## src/hw/rtl/uct_pkg.sv

```systemverilog
// shared types, constants and the case-swap function for the uart case-toggle echo
// depends on nothing; uct_fsm, the top level and the testbench import it
package uct_pkg;

  localparam int unsigned DataBits = 8;
  localparam int unsigned BitIdxW  = $clog2(DataBits);
  localparam int unsigned TickW    = 16;

  localparam logic [TickW-1:0]   BitTicksReset = TickW'(104);
  localparam logic [BitIdxW-1:0] LastBit       = BitIdxW'(DataBits - 1);

  localparam logic [7:0] UpperFirst = 8'h41;
  localparam logic [7:0] UpperLast  = 8'h5A;
  localparam logic [7:0] LowerFirst = 8'h61;
  localparam logic [7:0] LowerLast  = 8'h7A;
  localparam logic [7:0] CaseOffset = 8'd32;

  typedef logic [TickW-1:0]    tick_t;
  typedef logic [DataBits-1:0] word_t;
  typedef logic [BitIdxW-1:0]  bit_idx_t;

  typedef enum logic [2:0] {
    PhIdle    = 3'd0,
    PhStart   = 3'd1,
    PhData    = 3'd2,
    PhStop    = 3'd3,
    PhTxStart = 3'd4,
    PhTxData  = 3'd5,
    PhTxStop  = 3'd6
  } phase_e;

  typedef struct packed {
    logic       tx_level;
    logic       byte_done;
    logic [7:0] rx_byte;
    logic       framing_error;
    logic       false_start;
    logic       busy_res;
  } res_t;

  typedef struct packed {
    logic  step;
    tick_t bit_ticks;
  } step_ctl_t;

  // upper and lower case ascii letters swap, everything else passes
  function automatic word_t swap_case(word_t c);
    logic [7:0] w;
    logic [7:0] r;
    w = 8'(c);
    r = w;
    if (w >= UpperFirst && w <= UpperLast) begin
      r = w + CaseOffset;
    end else if (w >= LowerFirst && w <= LowerLast) begin
      r = w - CaseOffset;
    end
    return DataBits'(r);
  endfunction

endpackage

```

## src/hw/rtl/uct_smp_if.sv

```systemverilog
// line-sample channel: valid/ready plus one receive line sample
// depends on nothing
interface uct_smp_if;
  logic valid;
  logic ready;
  logic rx_level;

  modport source (output valid, output rx_level, input ready);
  modport sink (input valid, input rx_level, output ready);
endinterface

```

## src/hw/rtl/uct_res_if.sv

```systemverilog
// result channel: valid/ready plus the per-sample result fields
// depends on nothing
interface uct_res_if;
  logic       valid;
  logic       ready;
  logic       tx_level;
  logic       byte_done;
  logic [7:0] rx_byte;
  logic       framing_error;
  logic       false_start;
  logic       busy_res;

  modport source (output valid, output tx_level, output byte_done, output rx_byte,
                  output framing_error, output false_start, output busy_res,
                  input ready);
  modport sink (input valid, input tx_level, input byte_done, input rx_byte,
                input framing_error, input false_start, input busy_res,
                output ready);
endinterface

```

## src/hw/rtl/uct_cfg_if.sv

```systemverilog
// configuration write channel: valid/ready plus the bit period in ticks
// depends on nothing
interface uct_cfg_if;
  logic        valid;
  logic        ready;
  logic [15:0] bit_ticks;

  modport source (output valid, output bit_ticks, input ready);
  modport sink (input valid, input bit_ticks, output ready);
endinterface

```

## src/hw/rtl/uct_fsm.sv

```systemverilog
// frame state machine: receive, case swap and transmit, one line sample per step
// depends on uct_pkg
module uct_fsm (
  input  logic               clk_i,
  input  logic               rst_ni,
  input  uct_pkg::step_ctl_t ctl_i,
  input  logic               rx_i,
  output uct_pkg::res_t      res_o
);
  import uct_pkg::*;

  phase_e   phase_q, phase_d;
  tick_t    tick_q, tick_d;
  bit_idx_t bidx_q, bidx_d;
  word_t    rx_shift_q, rx_shift_d;
  word_t    tx_shift_q, tx_shift_d;
  logic     prev_rx_q;

  tick_t target;
  tick_t tick_inc;
  logic  wait_hit;

  assign target   = (phase_q == PhStart) ? (ctl_i.bit_ticks >> 1) : ctl_i.bit_ticks;
  assign tick_inc = tick_q + tick_t'(1);
  assign wait_hit = (tick_inc >= target);

  // next state
  always_comb begin
    phase_d    = phase_q;
    tick_d     = tick_q;
    bidx_d     = bidx_q;
    rx_shift_d = rx_shift_q;
    tx_shift_d = tx_shift_q;
    if (phase_q != PhIdle) begin
      tick_d = wait_hit ? '0 : tick_inc;
    end
    case (phase_q)
      PhIdle: begin
        if (prev_rx_q && !rx_i) begin
          phase_d = PhStart;
          tick_d  = '0;
        end
      end
      PhStart: begin
        if (wait_hit) begin
          phase_d = rx_i ? PhIdle : PhData;
          if (!rx_i) begin
            bidx_d = '0;
          end
        end
      end
      PhData: begin
        if (wait_hit) begin
          rx_shift_d = {rx_i, rx_shift_q[DataBits-1:1]};
          if (bidx_q >= LastBit) begin
            bidx_d  = '0;
            phase_d = PhStop;
          end else begin
            bidx_d = bidx_q + bit_idx_t'(1);
          end
        end
      end
      PhStop: begin
        if (wait_hit) begin
          if (rx_i) begin
            tx_shift_d = swap_case(rx_shift_q);
            bidx_d     = '0;
            phase_d    = PhTxStart;
          end else begin
            phase_d = PhIdle;
          end
        end
      end
      PhTxStart: begin
        if (wait_hit) begin
          bidx_d  = '0;
          phase_d = PhTxData;
        end
      end
      PhTxData: begin
        if (wait_hit) begin
          if (bidx_q >= LastBit) begin
            bidx_d  = '0;
            phase_d = PhTxStop;
          end else begin
            bidx_d = bidx_q + bit_idx_t'(1);
          end
        end
      end
      PhTxStop: begin
        if (wait_hit) begin
          phase_d = PhIdle;
        end
      end
      default: begin
        phase_d = PhIdle;
        tick_d  = '0;
      end
    endcase
  end

  // result of this sample
  always_comb begin
    res_o = '0;
    res_o.tx_level = 1'b1;
    case (phase_q)
      PhStart: begin
        res_o.false_start = wait_hit && rx_i;
      end
      PhStop: begin
        if (wait_hit && rx_i) begin
          res_o.byte_done = 1'b1;
          res_o.rx_byte   = 8'(rx_shift_q);
        end
        res_o.framing_error = wait_hit && !rx_i;
      end
      PhTxStart: begin
        res_o.tx_level = 1'b0;
      end
      PhTxData: begin
        res_o.tx_level = tx_shift_q[bidx_q];
      end
      default: begin
        res_o.tx_level = 1'b1;
      end
    endcase
    res_o.busy_res = (phase_q != PhIdle) || (phase_d != PhIdle);
  end

  always_ff @(posedge clk_i or negedge rst_ni) begin
    if (!rst_ni) begin
      phase_q    <= PhIdle;
      tick_q     <= '0;
      bidx_q     <= '0;
      rx_shift_q <= '0;
      tx_shift_q <= '0;
      prev_rx_q  <= 1'b1;
    end else if (ctl_i.step) begin
      phase_q    <= phase_d;
      tick_q     <= tick_d;
      bidx_q     <= bidx_d;
      rx_shift_q <= rx_shift_d;
      tx_shift_q <= tx_shift_d;
      prev_rx_q  <= rx_i;
    end
  end

`ifndef SYNTHESIS
  a_done_starts_tx: assert property (@(posedge clk_i) disable iff (!rst_ni)
    ctl_i.step && res_o.byte_done |=> phase_q == PhTxStart)
    else $error("accepted stop bit did not start transmission");
  a_fstart_to_idle: assert property (@(posedge clk_i) disable iff (!rst_ni)
    ctl_i.step && res_o.false_start |=> phase_q == PhIdle)
    else $error("false start did not return to idle");
  a_ferr_to_idle: assert property (@(posedge clk_i) disable iff (!rst_ni)
    ctl_i.step && res_o.framing_error |=> phase_q == PhIdle)
    else $error("framing error did not return to idle");
  a_busy_outside_idle: assert property (@(posedge clk_i) disable iff (!rst_ni)
    ctl_i.step && phase_q != PhIdle |-> res_o.busy_res)
    else $error("busy low during a frame");
`endif

endmodule

```

## src/hw/rtl/uart_case_toggle_echo.sv

```systemverilog
// top level of the uart 8n1 case-toggle echo: sample register, frame fsm, result register
// depends on uct_pkg, uct_smp_if, uct_res_if, uct_cfg_if and uct_fsm
//
//  channel  dir  payload                                        transfer when
//  smp_i    in   rx_level                                       valid & ready
//  res_o    out  tx_level byte_done rx_byte framing_error       valid & ready
//                false_start busy_res
//  cfg_i    in   bit_ticks                                      valid & ready (ready tied high)
//
// one result per sample; a sample can be taken every cycle while the result register is not stalled,
// and passes the sample register and then the result register; the sample register and the
// result register each hold one item; the fsm steps on the cycle a sample moves into the result register
// a stalled result register holds the sample register, which then drops smp_i.ready
// reset clears both valid flags, puts the fsm in idle and sets bit_ticks to 104
module uart_case_toggle_echo (
  input  logic clk_i,
  input  logic rst_ni,
  uct_smp_if.sink   smp_i,
  uct_res_if.source res_o,
  uct_cfg_if.sink   cfg_i
);
  import uct_pkg::*;

  logic      in_vld_q;
  logic      rx_q;
  logic      out_vld_q;
  res_t      out_q;
  res_t      step_res;
  tick_t     bit_ticks_q;
  logic      advance;
  step_ctl_t ctl;

  assign advance     = in_vld_q && (!out_vld_q || res_o.ready);
  assign smp_i.ready = !in_vld_q || advance;
  assign cfg_i.ready = 1'b1;

  assign ctl.step      = advance;
  assign ctl.bit_ticks = bit_ticks_q;

  uct_fsm u_fsm (
    .clk_i  (clk_i),
    .rst_ni (rst_ni),
    .ctl_i  (ctl),
    .rx_i   (rx_q),
    .res_o  (step_res)
  );

  always_ff @(posedge clk_i or negedge rst_ni) begin
    if (!rst_ni) begin
      in_vld_q    <= 1'b0;
      out_vld_q   <= 1'b0;
      bit_ticks_q <= BitTicksReset;
    end else begin
      if (smp_i.ready) begin
        in_vld_q <= smp_i.valid;
      end
      if (advance) begin
        out_vld_q <= 1'b1;
      end else if (res_o.ready) begin
        out_vld_q <= 1'b0;
      end
      if (cfg_i.valid) begin
        bit_ticks_q <= cfg_i.bit_ticks;
      end
    end
  end

  // payload registers
  always_ff @(posedge clk_i) begin
    if (smp_i.ready && smp_i.valid) begin
      rx_q <= smp_i.rx_level;
    end
    if (advance) begin
      out_q <= step_res;
    end
  end

  assign res_o.valid         = out_vld_q;
  assign res_o.tx_level      = out_q.tx_level;
  assign res_o.byte_done     = out_q.byte_done;
  assign res_o.rx_byte       = out_q.rx_byte;
  assign res_o.framing_error = out_q.framing_error;
  assign res_o.false_start   = out_q.false_start;
  assign res_o.busy_res      = out_q.busy_res;

endmodule

```

## src/flat_wrapper.sv

```systemverilog
// flat-port wrapper written by rule: the top's interface ports become plain ports
module uart_case_toggle_echo_flat import uct_pkg::*;
  (clk_i, rst_ni, smp_i_valid, smp_i_rx_level, smp_i_ready, res_o_valid, res_o_tx_level, res_o_byte_done, res_o_rx_byte, res_o_framing_error, res_o_false_start, res_o_busy_res, res_o_ready, cfg_i_valid, cfg_i_bit_ticks, cfg_i_ready);
  uct_smp_if smp_i_i ();
  uct_res_if res_o_i ();
  uct_cfg_if cfg_i_i ();
  input  logic clk_i;
  input  logic rst_ni;
  input wire logic [$bits(smp_i_i.valid)-1:0] smp_i_valid;
  input wire logic [$bits(smp_i_i.rx_level)-1:0] smp_i_rx_level;
  output wire logic [$bits(smp_i_i.ready)-1:0] smp_i_ready;
  output wire logic [$bits(res_o_i.valid)-1:0] res_o_valid;
  output wire logic [$bits(res_o_i.tx_level)-1:0] res_o_tx_level;
  output wire logic [$bits(res_o_i.byte_done)-1:0] res_o_byte_done;
  output wire logic [$bits(res_o_i.rx_byte)-1:0] res_o_rx_byte;
  output wire logic [$bits(res_o_i.framing_error)-1:0] res_o_framing_error;
  output wire logic [$bits(res_o_i.false_start)-1:0] res_o_false_start;
  output wire logic [$bits(res_o_i.busy_res)-1:0] res_o_busy_res;
  input wire logic [$bits(res_o_i.ready)-1:0] res_o_ready;
  input wire logic [$bits(cfg_i_i.valid)-1:0] cfg_i_valid;
  input wire logic [$bits(cfg_i_i.bit_ticks)-1:0] cfg_i_bit_ticks;
  output wire logic [$bits(cfg_i_i.ready)-1:0] cfg_i_ready;
  assign smp_i_i.valid = smp_i_valid;
  assign smp_i_i.rx_level = smp_i_rx_level;
  assign smp_i_ready = smp_i_i.ready;
  assign res_o_valid = res_o_i.valid;
  assign res_o_tx_level = res_o_i.tx_level;
  assign res_o_byte_done = res_o_i.byte_done;
  assign res_o_rx_byte = res_o_i.rx_byte;
  assign res_o_framing_error = res_o_i.framing_error;
  assign res_o_false_start = res_o_i.false_start;
  assign res_o_busy_res = res_o_i.busy_res;
  assign res_o_i.ready = res_o_ready;
  assign cfg_i_i.valid = cfg_i_valid;
  assign cfg_i_i.bit_ticks = cfg_i_bit_ticks;
  assign cfg_i_ready = cfg_i_i.ready;
  uart_case_toggle_echo u_core (.clk_i(clk_i), .rst_ni(rst_ni), .smp_i(smp_i_i), .res_o(res_o_i), .cfg_i(cfg_i_i));
endmodule
```

## config.mk

```make
export PLATFORM = sky130hd
export DESIGN_NAME = uart_case_toggle_echo_flat
export DESIGN_NICKNAME = d
export VERILOG_FILES = /design/src/hw/rtl/uct_pkg.sv /design/src/hw/rtl/uct_smp_if.sv /design/src/hw/rtl/uct_res_if.sv /design/src/hw/rtl/uct_cfg_if.sv /design/src/hw/rtl/uct_fsm.sv /design/src/hw/rtl/uart_case_toggle_echo.sv /design/src/flat_wrapper.sv
export SDC_FILE = /design/constraint.sdc
export NUM_CORES = 1
export LEC_CHECK = 0
export ABC_AREA = 1
export CORE_MARGIN = 2
export CORE_UTILIZATION = 64
export CTS_CLUSTER_SIZE = 25
export DETAILED_ROUTE_END_ITERATION = 12
export DONT_BUFFER_PORTS = 1
export HOLD_SLACK_MARGIN = 0.15
export PLACE_DENSITY = 0.8
export SLEW_MARGIN = 40
export SYNTH_ARGS = -nofsm -noshare
export SYNTH_HDL_FRONTEND = slang
export SYNTH_SLANG_ARGS = --single-unit
```

## constraint.sdc

```tcl
create_clock -name clk_i -period 2.8 [get_ports clk_i]
set_input_delay 0.56 -clock clk_i [delete_from_list [all_inputs] [get_ports clk_i]]
set_output_delay 0.56 -clock clk_i [all_outputs]
set_load 0.05 [all_outputs]
```

## After elaboration in Yosys (flattened, before gate mapping)

Index checks and enable logic that the tools add are counted.

| word-level totals | value |
|---|---|
| flip-flop bits (word level) | 71 |
| output and inout port bits | 16 |
| logic and storage cells | 96 |

| operators by class | value |
|---|---|
| add/subtract/negate cells | 4 |
| magnitude comparators | 7 |
| equality and inequality tests | 12 |
| mux-type cells | 33 |
| reduce and logical (&&, ||, !) cells | 24 |

Operators by type and width:

| cell | number |
|---|---|
| $mux W16 | 4 |
| $mux W3 | 17 |
| $pmux W16 S2 | 1 |
| $pmux W3 S7 | 1 |
| $add A16 B1 Y16 const B | 1 |
| $ge A16 B16 Y1 | 1 |
| $ge A8 B7 Y1 const B | 2 |
| $le A8 B7 Y1 const B | 2 |
| $mux W8 | 2 |
| $pmux W3 S4 | 1 |
| $eq A3 B3 Y1 const B | 3 |
| $mux W9 | 1 |
| $add A8 B6 Y8 const B | 1 |
| $ne A2 B2 Y1 const B | 4 |
| $reduce_and A8 Y1 | 1 |
| $sub A8 B6 Y8 const B | 1 |
| $logic_and A1 B1 Y1 | 7 |
| $eq A3 B2 Y1 const B | 2 |
| $reduce_bool A3 Y1 | 2 |
| $reduce_or A6 Y1 | 1 |
| $lt A3 B4 Y1 const B | 1 |
| $ne A2 B1 Y1 const B | 2 |
| $reduce_and A4 Y1 | 1 |
| $reduce_bool A4 Y1 | 1 |
| 14 further kinds | 20 |

## Longest topological paths before layout

Gate-level depths: netlist of the first run.

| depth | value |
|---|---|
| depth after elaboration | 7 |
| mapped depth | 22 |

## Hierarchy

From an unflattened synthesis of the first run, not the netlist that was laid out.

| unflattened totals | value |
|---|---|
| cell total of the unflattened synthesis | 547 |
| area, all modules | 4,372.9 um^2 |

By module, submodules not included:

| module | instances | cells an instance | area each (um^2) | sequential area each (um^2) |
|---|---|---|---|---|
| uct_fsm | 1 | 452 | 3,198.1 | 977.2 |
| uart_case_toggle_echo | 1 | 95 | 1,174.9 | 874.6 |

## Worst setup path before layout of the first run

No wires, ideal clock.

| timing path | value |
|---|---|
| path type | flip-flop to flip-flop |
| start | register u_core.u_fsm.tick_q[0] |
| end | register u_core.u_fsm.tx_shift_q[6] |
| arrival | 2,480 ps |
| required time | 2,677 ps |
| setup slack | 196 ps |
| cell stages (with the launch flop) | 20 |
| buffers on the path | 1 |
| period minus slack after synthesis | 2,604 ps |
| cell sequence | dfrtp_1 -> ha_1 -> nand2_1 -> nor2_1 -> nand2_1 -> nor2_1 -> nand3_1 -> nand2_1 -> inv_1 -> ha_1 -> nand4_1 -> nor2_2 -> nand2_4 -> nand2_8 -> nand3_4 -> inv_4 -> nand2_4 -> buf_6 -> nand2_2 -> o21ai_2 |

| on the way | value |
|---|---|
| longest elaborated chain between the ends | 3 |

RTL lines:

| what | RTL line | source |
|---|---|---|
| from (decl) | uct_fsm.sv:13 | `tick_t tick_q, tick_d;` |
| from (signal assigned) | uct_fsm.sv:140 | `tick_q <= tick_d;` |
| $add A16 B1 Y16 | uct_fsm.sv:24 | `assign tick_inc = tick_q + tick_t'(1);` |
| $ge A16 B16 Y1 | uct_fsm.sv:25 | `assign wait_hit = (tick_inc >= target);` |
| $reduce_and A4 Y1 (no source line) | n/a |  |
| to (signal assigned) | uct_fsm.sv:143 | `tx_shift_q <= tx_shift_d;` |
| to (decl) | uct_fsm.sv:16 | `word_t tx_shift_q, tx_shift_d;` |

Every way passes these cells.
A chain may end at the register's enable or synchronous reset.

## Final worst setup path of the first run

| timing path | value |
|---|---|
| start | register u_core.u_fsm.tick_q[6] |
| end | register u_core.u_fsm.bidx_q[1] |

| on the way | value |
|---|---|
| longest elaborated chain between the ends | 4 |
| elaborated cells between the ends (all ways) | 7 |
| those cells by class | add/sub (1); order compare (1); eq/ne (4); reduce/logical (1) |

RTL lines:

| what | RTL line | source |
|---|---|---|
| $add A16 B1 Y16 * | uct_fsm.sv:24 |  |
| $ge A16 B16 Y1 * | uct_fsm.sv:25 |  |
| $ne A2 B2 Y1 (no source line) / $ne A2 B1 Y1 (equally long branches) | n/a |  |
| $reduce_and A8 Y1 (no source line) * | n/a |  |
| to (signal assigned) | uct_fsm.sv:141 | `bidx_q <= bidx_d;` |
| to (decl) | uct_fsm.sv:14 | `bit_idx_t bidx_q, bidx_d;` |

Mark *: on every way between the ends. The rest lies on a longest branch, timed or not.

==> summary.md, run 1 <==
STA
- total negative slack: 0 ns
- Clock Skews: 0.00947 ns
- number of hold-slack violations in the final timing report: 0
- Achievable Freq: 362 MHz
- final critical delay including setup and external delays: 2.76 ns
- Worst Tran Pin Value: 0.630 ns
- portion of the clock cycle consumed by the worst path in the final layout: 98.7%
- Final setup viols: 0
- worst slew slack as a fraction of its limit: 57.9%
- final worst setup slack: 0.0361 ns
- final slew viol count: 0

Synth
- dominant synthesized flop cell: sky130_fd_sc_hd__dfrtp_1
- number of instances in the synthesized netlist: 563
- post-synthesis instance area: 0.00428 mm^2
- portion of synthesized cell area occupied by the leading cell type: 31.0%
- sequential area share after synthesis: 43.3%
- post-synth top area cell: sky130_fd_sc_hd__dfrtp_1
- number of distinct library cells after synthesis: 38
- number of flip-flops and latches in the synthesized netlist: 71
- Post-synth EDFFs: 14
- synth top area cells: sky130_fd_sc_hd__dfrtp_1 31%, sky130_fd_sc_hd__nand2_1 16%, sky130_fd_sc_hd__edfxtp_1 9.8%
- mean cell area of the mapped netlist: 7.60 um^2
- share of flip-flops with an asynchronous set or reset: 80.3%
- Synthesized Nets: 606
- Synth top cells by count: 178 x sky130_fd_sc_hd__nand2_1, 73 x sky130_fd_sc_hd__inv_1, 64 x sky130_fd_sc_hd__o21ai_0
- count leader, synth: sky130_fd_sc_hd__nand2_1
- Warnings, synthesis: 0

Floorplanning
- DIE WIDTH: 85.7 um
- die span in y: 85.7 um
- I/O pin total: 38
- area of the die: 0.00735 mm^2
- number of core rows: 29
- area of the core region: 0.00642 mm^2
- starting density of the core: 66.6%

Final layout
- fraction of layout cells with a size suffix above 1: 18.0%
- synthesis-to-finish area growth: 14.3%
- nets: 627
- final antenna diode count: 0
- final cell count without fillers: 666
- post-route standard cell area excluding fillers: 0.00489 mm^2

Placed design
- number of buffers inserted by port buffering: 0
- half-perimeter wire length after detailed placement: 6840 um
- weighted congestion at the end of routability-driven global placement: 0.955
- placed cell count: 638
- dpl ws: -0.0632 ns
- area of placed instances: 0.00440 mm^2

Drt
- DRC violations left: 2
- Avg Vias per Cell: 5.79
- remaining number of nets flagged by the antenna check after routing: 0
- first drt pass iteration count: 9
- total number of vias: 3,858
- DRT iter0 DRCs: 493
- average wire length per cell after detail routing: 15.4 um
- DRT Wirelength: 10,300 um

Worst setup path
- Crit Path Category: flip-flop to flip-flop
- launching element type of the critical path: flip-flop
- critical path capture point type: flip-flop
- Max Fanout on Critical Path: 6
- arrival time at the worst endpoint: 3.01 ns
- CP Data Required Time: 3.04 ns

Clocking
- CTS tree: yes
- number of sinks handled by clock tree synthesis: 71
- root buf cell: sky130_fd_sc_hd__clkbuf_8
- H-tree lvl count: 3
- clock insertion delay at the later pin of the skew report: 0.36 ns
- Inserted Clock Buffers: 9
- clock-pin transition on the worst setup and hold timing paths: 0.08 ns
- number of buffers on the longest clock path: 2

GRT
- pin count of the biggest net entering global routing: 58
- number of global-route vias before repair: 3,550
- Total GRT Usage: 28.5%
- antenna violations before repair: 0
- total overflow reported by the global router: 0
- wire length of the first global-routing pass: 16,400 um

Pwr
- switching fraction of total power: 41.4%
- Switch Pwr: 1.43 mW
- Comb power frac: 36.3%
- Peak supply drop: 0.371 mV
- part of the power in the clock network: 23.8%
- Reg power frac: 39.9%
- post-layout power: 3.46 mW
- cell-internal power: 2.03 mW
- Static Leak: 2.41 nW
- total power divided by cell area: 707 mW/mm^2

Run status
- status: finished, violations left
- violations in the final reports: design-rule violations

Job
- max-cap violations: 0

Hold path
- worst hold path class: primary input to flip-flop

-- layout make-up --
type	instances	area (um^2)
multi-input combinational	403	2240
sequential	71	1850
fill	453	1530
inverter	76	288
timing repair buffer	23	211
clock buffer	9	124
tap	77	96.3
clock inverter	7	71.3
-- worst max-delay path, cell delays in order (launching register included) --
cell,delay (ns)
sky130_fd_sc_hd__dfrtp_1,0.39
sky130_fd_sc_hd__inv_2,0.10
sky130_fd_sc_hd__nor3_2,0.20
sky130_fd_sc_hd__nand2_1,0.12
sky130_fd_sc_hd__xor2_1,0.23
sky130_fd_sc_hd__inv_1,0.12
sky130_fd_sc_hd__ha_1,0.31
sky130_fd_sc_hd__nand2_1,0.05
sky130_fd_sc_hd__inv_1,0.08
sky130_fd_sc_hd__nand2_2,0.06
sky130_fd_sc_hd__nor2_1,0.12
sky130_fd_sc_hd__nor2_2,0.06
sky130_fd_sc_hd__nand2_2,0.08
sky130_fd_sc_hd__nand2_4,0.08
sky130_fd_sc_hd__nand2_8,0.10
sky130_fd_sc_hd__nand2_1,0.09
sky130_fd_sc_hd__nand2_1,0.13
sky130_fd_sc_hd__nand3_2,0.13
sky130_fd_sc_hd__nand2_1,0.10
sky130_fd_sc_hd__o21ai_1,0.07
-- flip-flops by register name, indices dropped and copies added, names as in the netlist, 3 cells and up --
name                     count
u_core.bit_ticks_q          16
u_core.res_o.rx_byte         8
u_core.u_fsm.bidx_q          3
u_core.u_fsm.phase_q         3
u_core.u_fsm.rx_shift_q      8
u_core.u_fsm.tick_q         16
u_core.u_fsm.tx_shift_q      8
-- final timing paths --
| check | from | end | slack, ns | cells past startpoint |
|---|---|---|---|---|
| setup / recovery | u_core.u_fsm.tick_q[6]$_DFFE_PN0P_ | u_core.u_fsm.bidx_q[1]$_DFFE_PN0P_ | 0.04 | 19 |
| hold / removal | cfg_i_valid | u_core.bit_ticks_q[3]$_DFFE_PN1P_ | 0.27 | 1 |
| setup reg to reg | u_core.u_fsm.tick_q[6]$_DFFE_PN0P_ | u_core.u_fsm.bidx_q[1]$_DFFE_PN0P_ | 0.04 | 19 |
| hold reg to reg | u_core.u_fsm.tx_shift_q[5]$_DFFE_PN0P_ | u_core.u_fsm.tx_shift_q[5]$_DFFE_PN0P_ | 0.48 | 2 |
| max in group asynchronous | rst_ni | u_core.bit_ticks_q[3]$_DFFE_PN1P_ | 1.78 | 2 |
| min in group asynchronous | rst_ni | u_core.u_fsm.tick_q[7]$_DFFE_PN0P_ | 0.73 | 2 |
-- placed cells by master (no fill, tap or decap), types with 8 or more instances in the layout --
master                     synthesis  layout
sky130_fd_sc_hd__o21ai_2           6       8
sky130_fd_sc_hd__a21oi_1          11      10
sky130_fd_sc_hd__nor2_1           37      28
sky130_fd_sc_hd__edfxtp_1         14      14
sky130_fd_sc_hd__buf_4             2      19
sky130_fd_sc_hd__nand2_2           4      15
sky130_fd_sc_hd__ha_1             21      20
sky130_fd_sc_hd__dfrtp_1          53      51
sky130_fd_sc_hd__inv_1            73      68
sky130_fd_sc_hd__o21ai_0          64      58
sky130_fd_sc_hd__nand3_1          30      28
sky130_fd_sc_hd__clkbuf_8          0       9
sky130_fd_sc_hd__o21ai_1           7      11
sky130_fd_sc_hd__nand2_1         178     167
-- per-layer routing --
metal  share of wire, %  vias up  global-route usage (%)
met5                  0        -                       0
met4                2.0        0                    8.51
met3                8.3       31                    8.95
met2                 45      202                    42.3
met1                 44     1772                    40.4
li1                   -     1853                       -
-- power by group through the flow --
stage	Clock, mW	Sequential, mW	Combinational [mW]
2_1_floorplan	0	1.37	0.786
3_3_place_gp	0	1.39	1.02
3_5_place_dp	0	1.39	1.07
4_1_cts	0.841	1.37	1.12
5_1_grt	0.883	1.39	1.41
6_report	0.823	1.38	1.26
-- metrics by stage --
stage                     hold WS (ns)  utilization [%]
after global placement           0.266             68.6
final                            0.267             76.1
after floorplan                  0.264                -
after global routing             0.252             76.1
after CTS                        0.256             72.5
after detailed placement         0.266             68.6
-- cells by family (layout without fill, tap and decap cells) --
kind of cell,after synthesis,in the layout,synth area share (%)
AOI/OAI and AO/OA,97,97,12.5
xor gates and xnor gates,10,10,2.05
adders and majority gates,21,21,6.14
buffers and inverters,90,115,8.40
DFF,71,71,43.3
muxes,2,2,0.527
other,1,1,0.0877
and+or+nand+nor,271,272,27.0
-- what timing repair did --
action | in CTS | in global routing
hold buffers | 2 | 0
gates resized for setup | 2 | 54
buffers inserted | 2 | 7
setup endpoints to repair | 27 | 46
pin swaps | 0 | 25
endpoints found under the hold margin | 57 | 0
gates cloned | 0 | 1
Power figures use the tool's default switching activity.
==> inputs of run 2 (changes only) <==
Settings changed: CORE_UTILIZATION 64 to 55, PLACE_DENSITY 0.8 to 0.7, REMOVE_ABC_BUFFERS set to 1.
==> run 2 against run 1 <==
Effect of this change: the run ends with negative setup slack left; critical path type unchanged; clock skew increased by 0.00068 ns; power grew 6.8%; largest cell class unchanged; utilization is 9.1 points lower.
==> summary.md, run 2 (synthesis results as in run 1) <==
Placed design
- number of buffers inserted by port buffering: 0, unchanged
- dpl ws: -0.0545 ns, was -0.0632 ns
- half-perimeter wire length after detailed placement: 6820 um, was 6840 um
- placed cell count: 663, was 638
- weighted congestion at the end of routability-driven global placement: 0.893, was 0.955
- area of placed instances: 0.00444 mm^2, was 0.00440 mm^2

GRT
- antenna violations before repair: 0, unchanged
- total overflow reported by the global router: 0, unchanged
- number of global-route vias before repair: 3,414, was 3,550
- Total GRT Usage: 24.1%, was 28.5%
- wire length of the first global-routing pass: 16,300 um, was 16,400 um
- pin count of the biggest net entering global routing: 58, unchanged

Floorplanning
- area of the core region: 0.00765 mm^2, was 0.00642 mm^2
- DIE WIDTH: 92.2 um, was 85.7 um
- die span in y: 92.2 um, was 85.7 um
- area of the die: 0.00850 mm^2, was 0.00735 mm^2
- starting density of the core: 55.9%, was 66.6%
- number of core rows: 32, was 29
- I/O pin total: 38, unchanged

STA
- number of hold-slack violations in the final timing report: 0, unchanged
- final worst setup slack: -0.0478 ns, was 0.0361 ns
- portion of the clock cycle consumed by the worst path in the final layout: 102%, was 98.7%
- final slew viol count: 0, unchanged
- Worst Tran Pin Value: 0.592 ns, was 0.630 ns
- Clock Skews: 0.0102 ns, was 0.00947 ns
- final critical delay including setup and external delays: 2.85 ns, was 2.76 ns
- Achievable Freq: 351 MHz, was 362 MHz
- Final setup viols: 2, was 0
- worst slew slack as a fraction of its limit: 60.4%, was 57.9%
- RSZ-0062 raised after global routing: yes

Worst setup path
- launching element type of the critical path: flip-flop, unchanged
- library cell contributing the largest single delay on the critical path: sky130_fd_sc_hd__dfrtp_1, unchanged
- CP Data Required Time: 3.09 ns, was 3.04 ns
- most frequent cell on the critical path: sky130_fd_sc_hd__nand2_1, unchanged
- cells traversed along the worst timing path: nand2_2 > nor3_4 > nand2_1 > nor2_1 > xor2_1 > ha_1 > a21oi_1 > o21ai_1 > nor2_4 > nand2_8 > nor2_4 > buf_6 > nand2_2 > o21ai_1 > nand2_1 > nand2_1, was inv_2 > nor3_2 > nand2_1 > xor2_1 > inv_1 > ha_1 > nand2_1 > inv_1 > nand2_2 > nor2_1 > nor2_2 > nand2_2 > nand2_4 > nand2_8 > nand2_1 > nand2_1 > nand3_2 > nand2_1 > o21ai_1
- arrival time at the worst endpoint: 3.13 ns, was 3.01 ns
- biggest cell delay along the critical path: 0.42 ns, was 0.39 ns
- Crit Path Category: flip-flop to flip-flop, unchanged
- Max Fanout on Critical Path: 5, was 6
- critical path capture point type: flip-flop, unchanged

Drt
- average wire length per cell after detail routing: 14.7 um, was 15.4 um
- DRT iter0 DRCs: 255, was 493
- total number of vias: 3,781, was 3,858
- DRT Wirelength: 10,300 um, about the same
- remaining number of nets flagged by the antenna check after routing: 0, unchanged
- DRC violations left: 0, was 2
- Avg Vias per Cell: 5.40, was 5.79
- first drt pass iteration count: 5, was 9

Final layout
- commonest non-fill, non-tap cell in the layout: sky130_fd_sc_hd__nand2_1, unchanged
- final antenna diode count: 0, unchanged
- nets: 636, was 627
- post-route standard cell area excluding fillers: 0.00512 mm^2, was 0.00489 mm^2
- leading cell types in the layout, fill and taps excluded: 162 x sky130_fd_sc_hd__nand2_1, 67 x sky130_fd_sc_hd__inv_1, 50 x sky130_fd_sc_hd__o21ai_0, 48 x sky130_fd_sc_hd__dfrtp_1, 30 x sky130_fd_sc_hd__nor2_1, was 167 x sky130_fd_sc_hd__nand2_1, 68 x sky130_fd_sc_hd__inv_1, 58 x sky130_fd_sc_hd__o21ai_0, 51 x sky130_fd_sc_hd__dfrtp_1
- final standard cell utilization of the core: 67.0%, was 76.1%
- final cell count without fillers: 700, was 666
- synthesis-to-finish area growth: 19.8%, was 14.3%
- fraction of layout cells with a size suffix above 1: 21.2%, was 18.0%
- largest registers: u_core.bit_ticks_q x16, u_core.u_fsm.tick_q x16, unchanged

Clocking
- CTS tree: yes, unchanged
- clock-pin transition on the worst setup and hold timing paths: 0.09 ns, was 0.08 ns
- H-tree lvl count: 3, unchanged
- root buf cell: sky130_fd_sc_hd__clkbuf_8, unchanged
- Inserted Clock Buffers: 9, unchanged
- number of buffers on the longest clock path: 2, unchanged
- number of sinks handled by clock tree synthesis: 71, unchanged
- clock insertion delay at the later pin of the skew report: 0.35 ns, was 0.36 ns

Pwr
- total power divided by cell area: 721 mW/mm^2, was 707 mW/mm^2
- Static Leak: 2.55 nW, was 2.41 nW
- Peak supply drop: 0.564 mV, was 0.371 mV

Run status
- status: finished, violations left, unchanged
- violations in the final reports: negative setup slack, was design-rule violations

Job
- max-cap violations: 0, unchanged

Hold path
- worst hold path class: primary input to flip-flop, unchanged

==> run 2: worst paths after layout <==
| kind | slack (ns) | start | cells after the start | end |
|---|---|---|---|---|
| max in group asynchronous | 1.76 | rst_ni | 2 | u_core.bit_ticks_q[3]$_DFFE_PN1P_ |
| worst max-delay path | -0.05 | u_core.u_fsm.tick_q[8]$_DFFE_PN0P_ | 16 | u_core.u_fsm.tick_q[5]$_DFFE_PN0P_ |
| worst min register to register | 0.49 | u_core.u_fsm.tx_shift_q[2]$_DFFE_PN0P_ | 2 | u_core.u_fsm.tx_shift_q[2]$_DFFE_PN0P_ |
| min in group asynchronous | 0.72 | rst_ni | 2 | u_core.u_fsm.tick_q[9]$_DFFE_PN0P_ |
| worst min-delay path | 0.29 | cfg_i_valid | 1 | u_core.bit_ticks_q[3]$_DFFE_PN1P_ |
| worst max register to register | -0.05 | u_core.u_fsm.tick_q[8]$_DFFE_PN0P_ | 16 | u_core.u_fsm.tick_q[5]$_DFFE_PN0P_ |
==> run 2: final cells by class <==
type | instances | area, um^2
clock inverter | 7 | 120
multi-input combinational | 403 | 2300
sequential | 71 | 1860
tap | 102 | 128
clock buffer | 9 | 124
timing repair buffer | 32 | 303
inverter | 76 | 288
fill | 609 | 2520
==> run 2: routing by layer <==
layer,vias up,global-route usage [%],routed length [um]
li1,1870,-,-
met1,1734,35.6,4710
met2,153,37.1,4680
met3,24,3.78,685
met4,0,6.72,185
met5,-,0,0
==> run 2: repair_timing <==
| action | CTS | global route |
|---|---|---|
| hold buffers | 2 | 0 |
| setup buffers | 0 | 17 |
| endpoints found under the hold margin | 57 | 0 |
| endpoints found under the setup margin | 26 | 46 |
| cloned | 0 | 2 |
| resized for setup | 7 | 73 |
| pin swaps | 0 | 38 |
==> run 2: worst max-delay path, delay by kind of cell, from the launching register on <==
kind,cells,cell delay [ns]
AO/OA/AOI/OAI,3,0.39
XOR/XNOR,1,0.24
adder cells (fa/ha/maj),1,0.29
buffers and inverters,1,0.16
flip-flops,1,0.42
AND/OR/NAND/NOR,10,1.29
==> run 2: stage by stage <==
stage,hold slack (ns),total power [mW],setup TNS [ns]
after detailed placement,0.267,2.45,-0.529
after global routing,0.283,3.92,-2.29
after floorplan,0.264,2.12,0
after CTS,0.276,3.49,0
final,0.289,3.69,-0.0645
after global placement,0.266,2.40,-0.00725
==> run 2: where the power goes <==
part	total, mW	switching [mW]	internal (mW)
Sequential	1.38	0.198	1.18
Clock	1.02	0.423	0.595
Combinational	1.30	0.833	0.466
Total	3.69	1.45	2.24
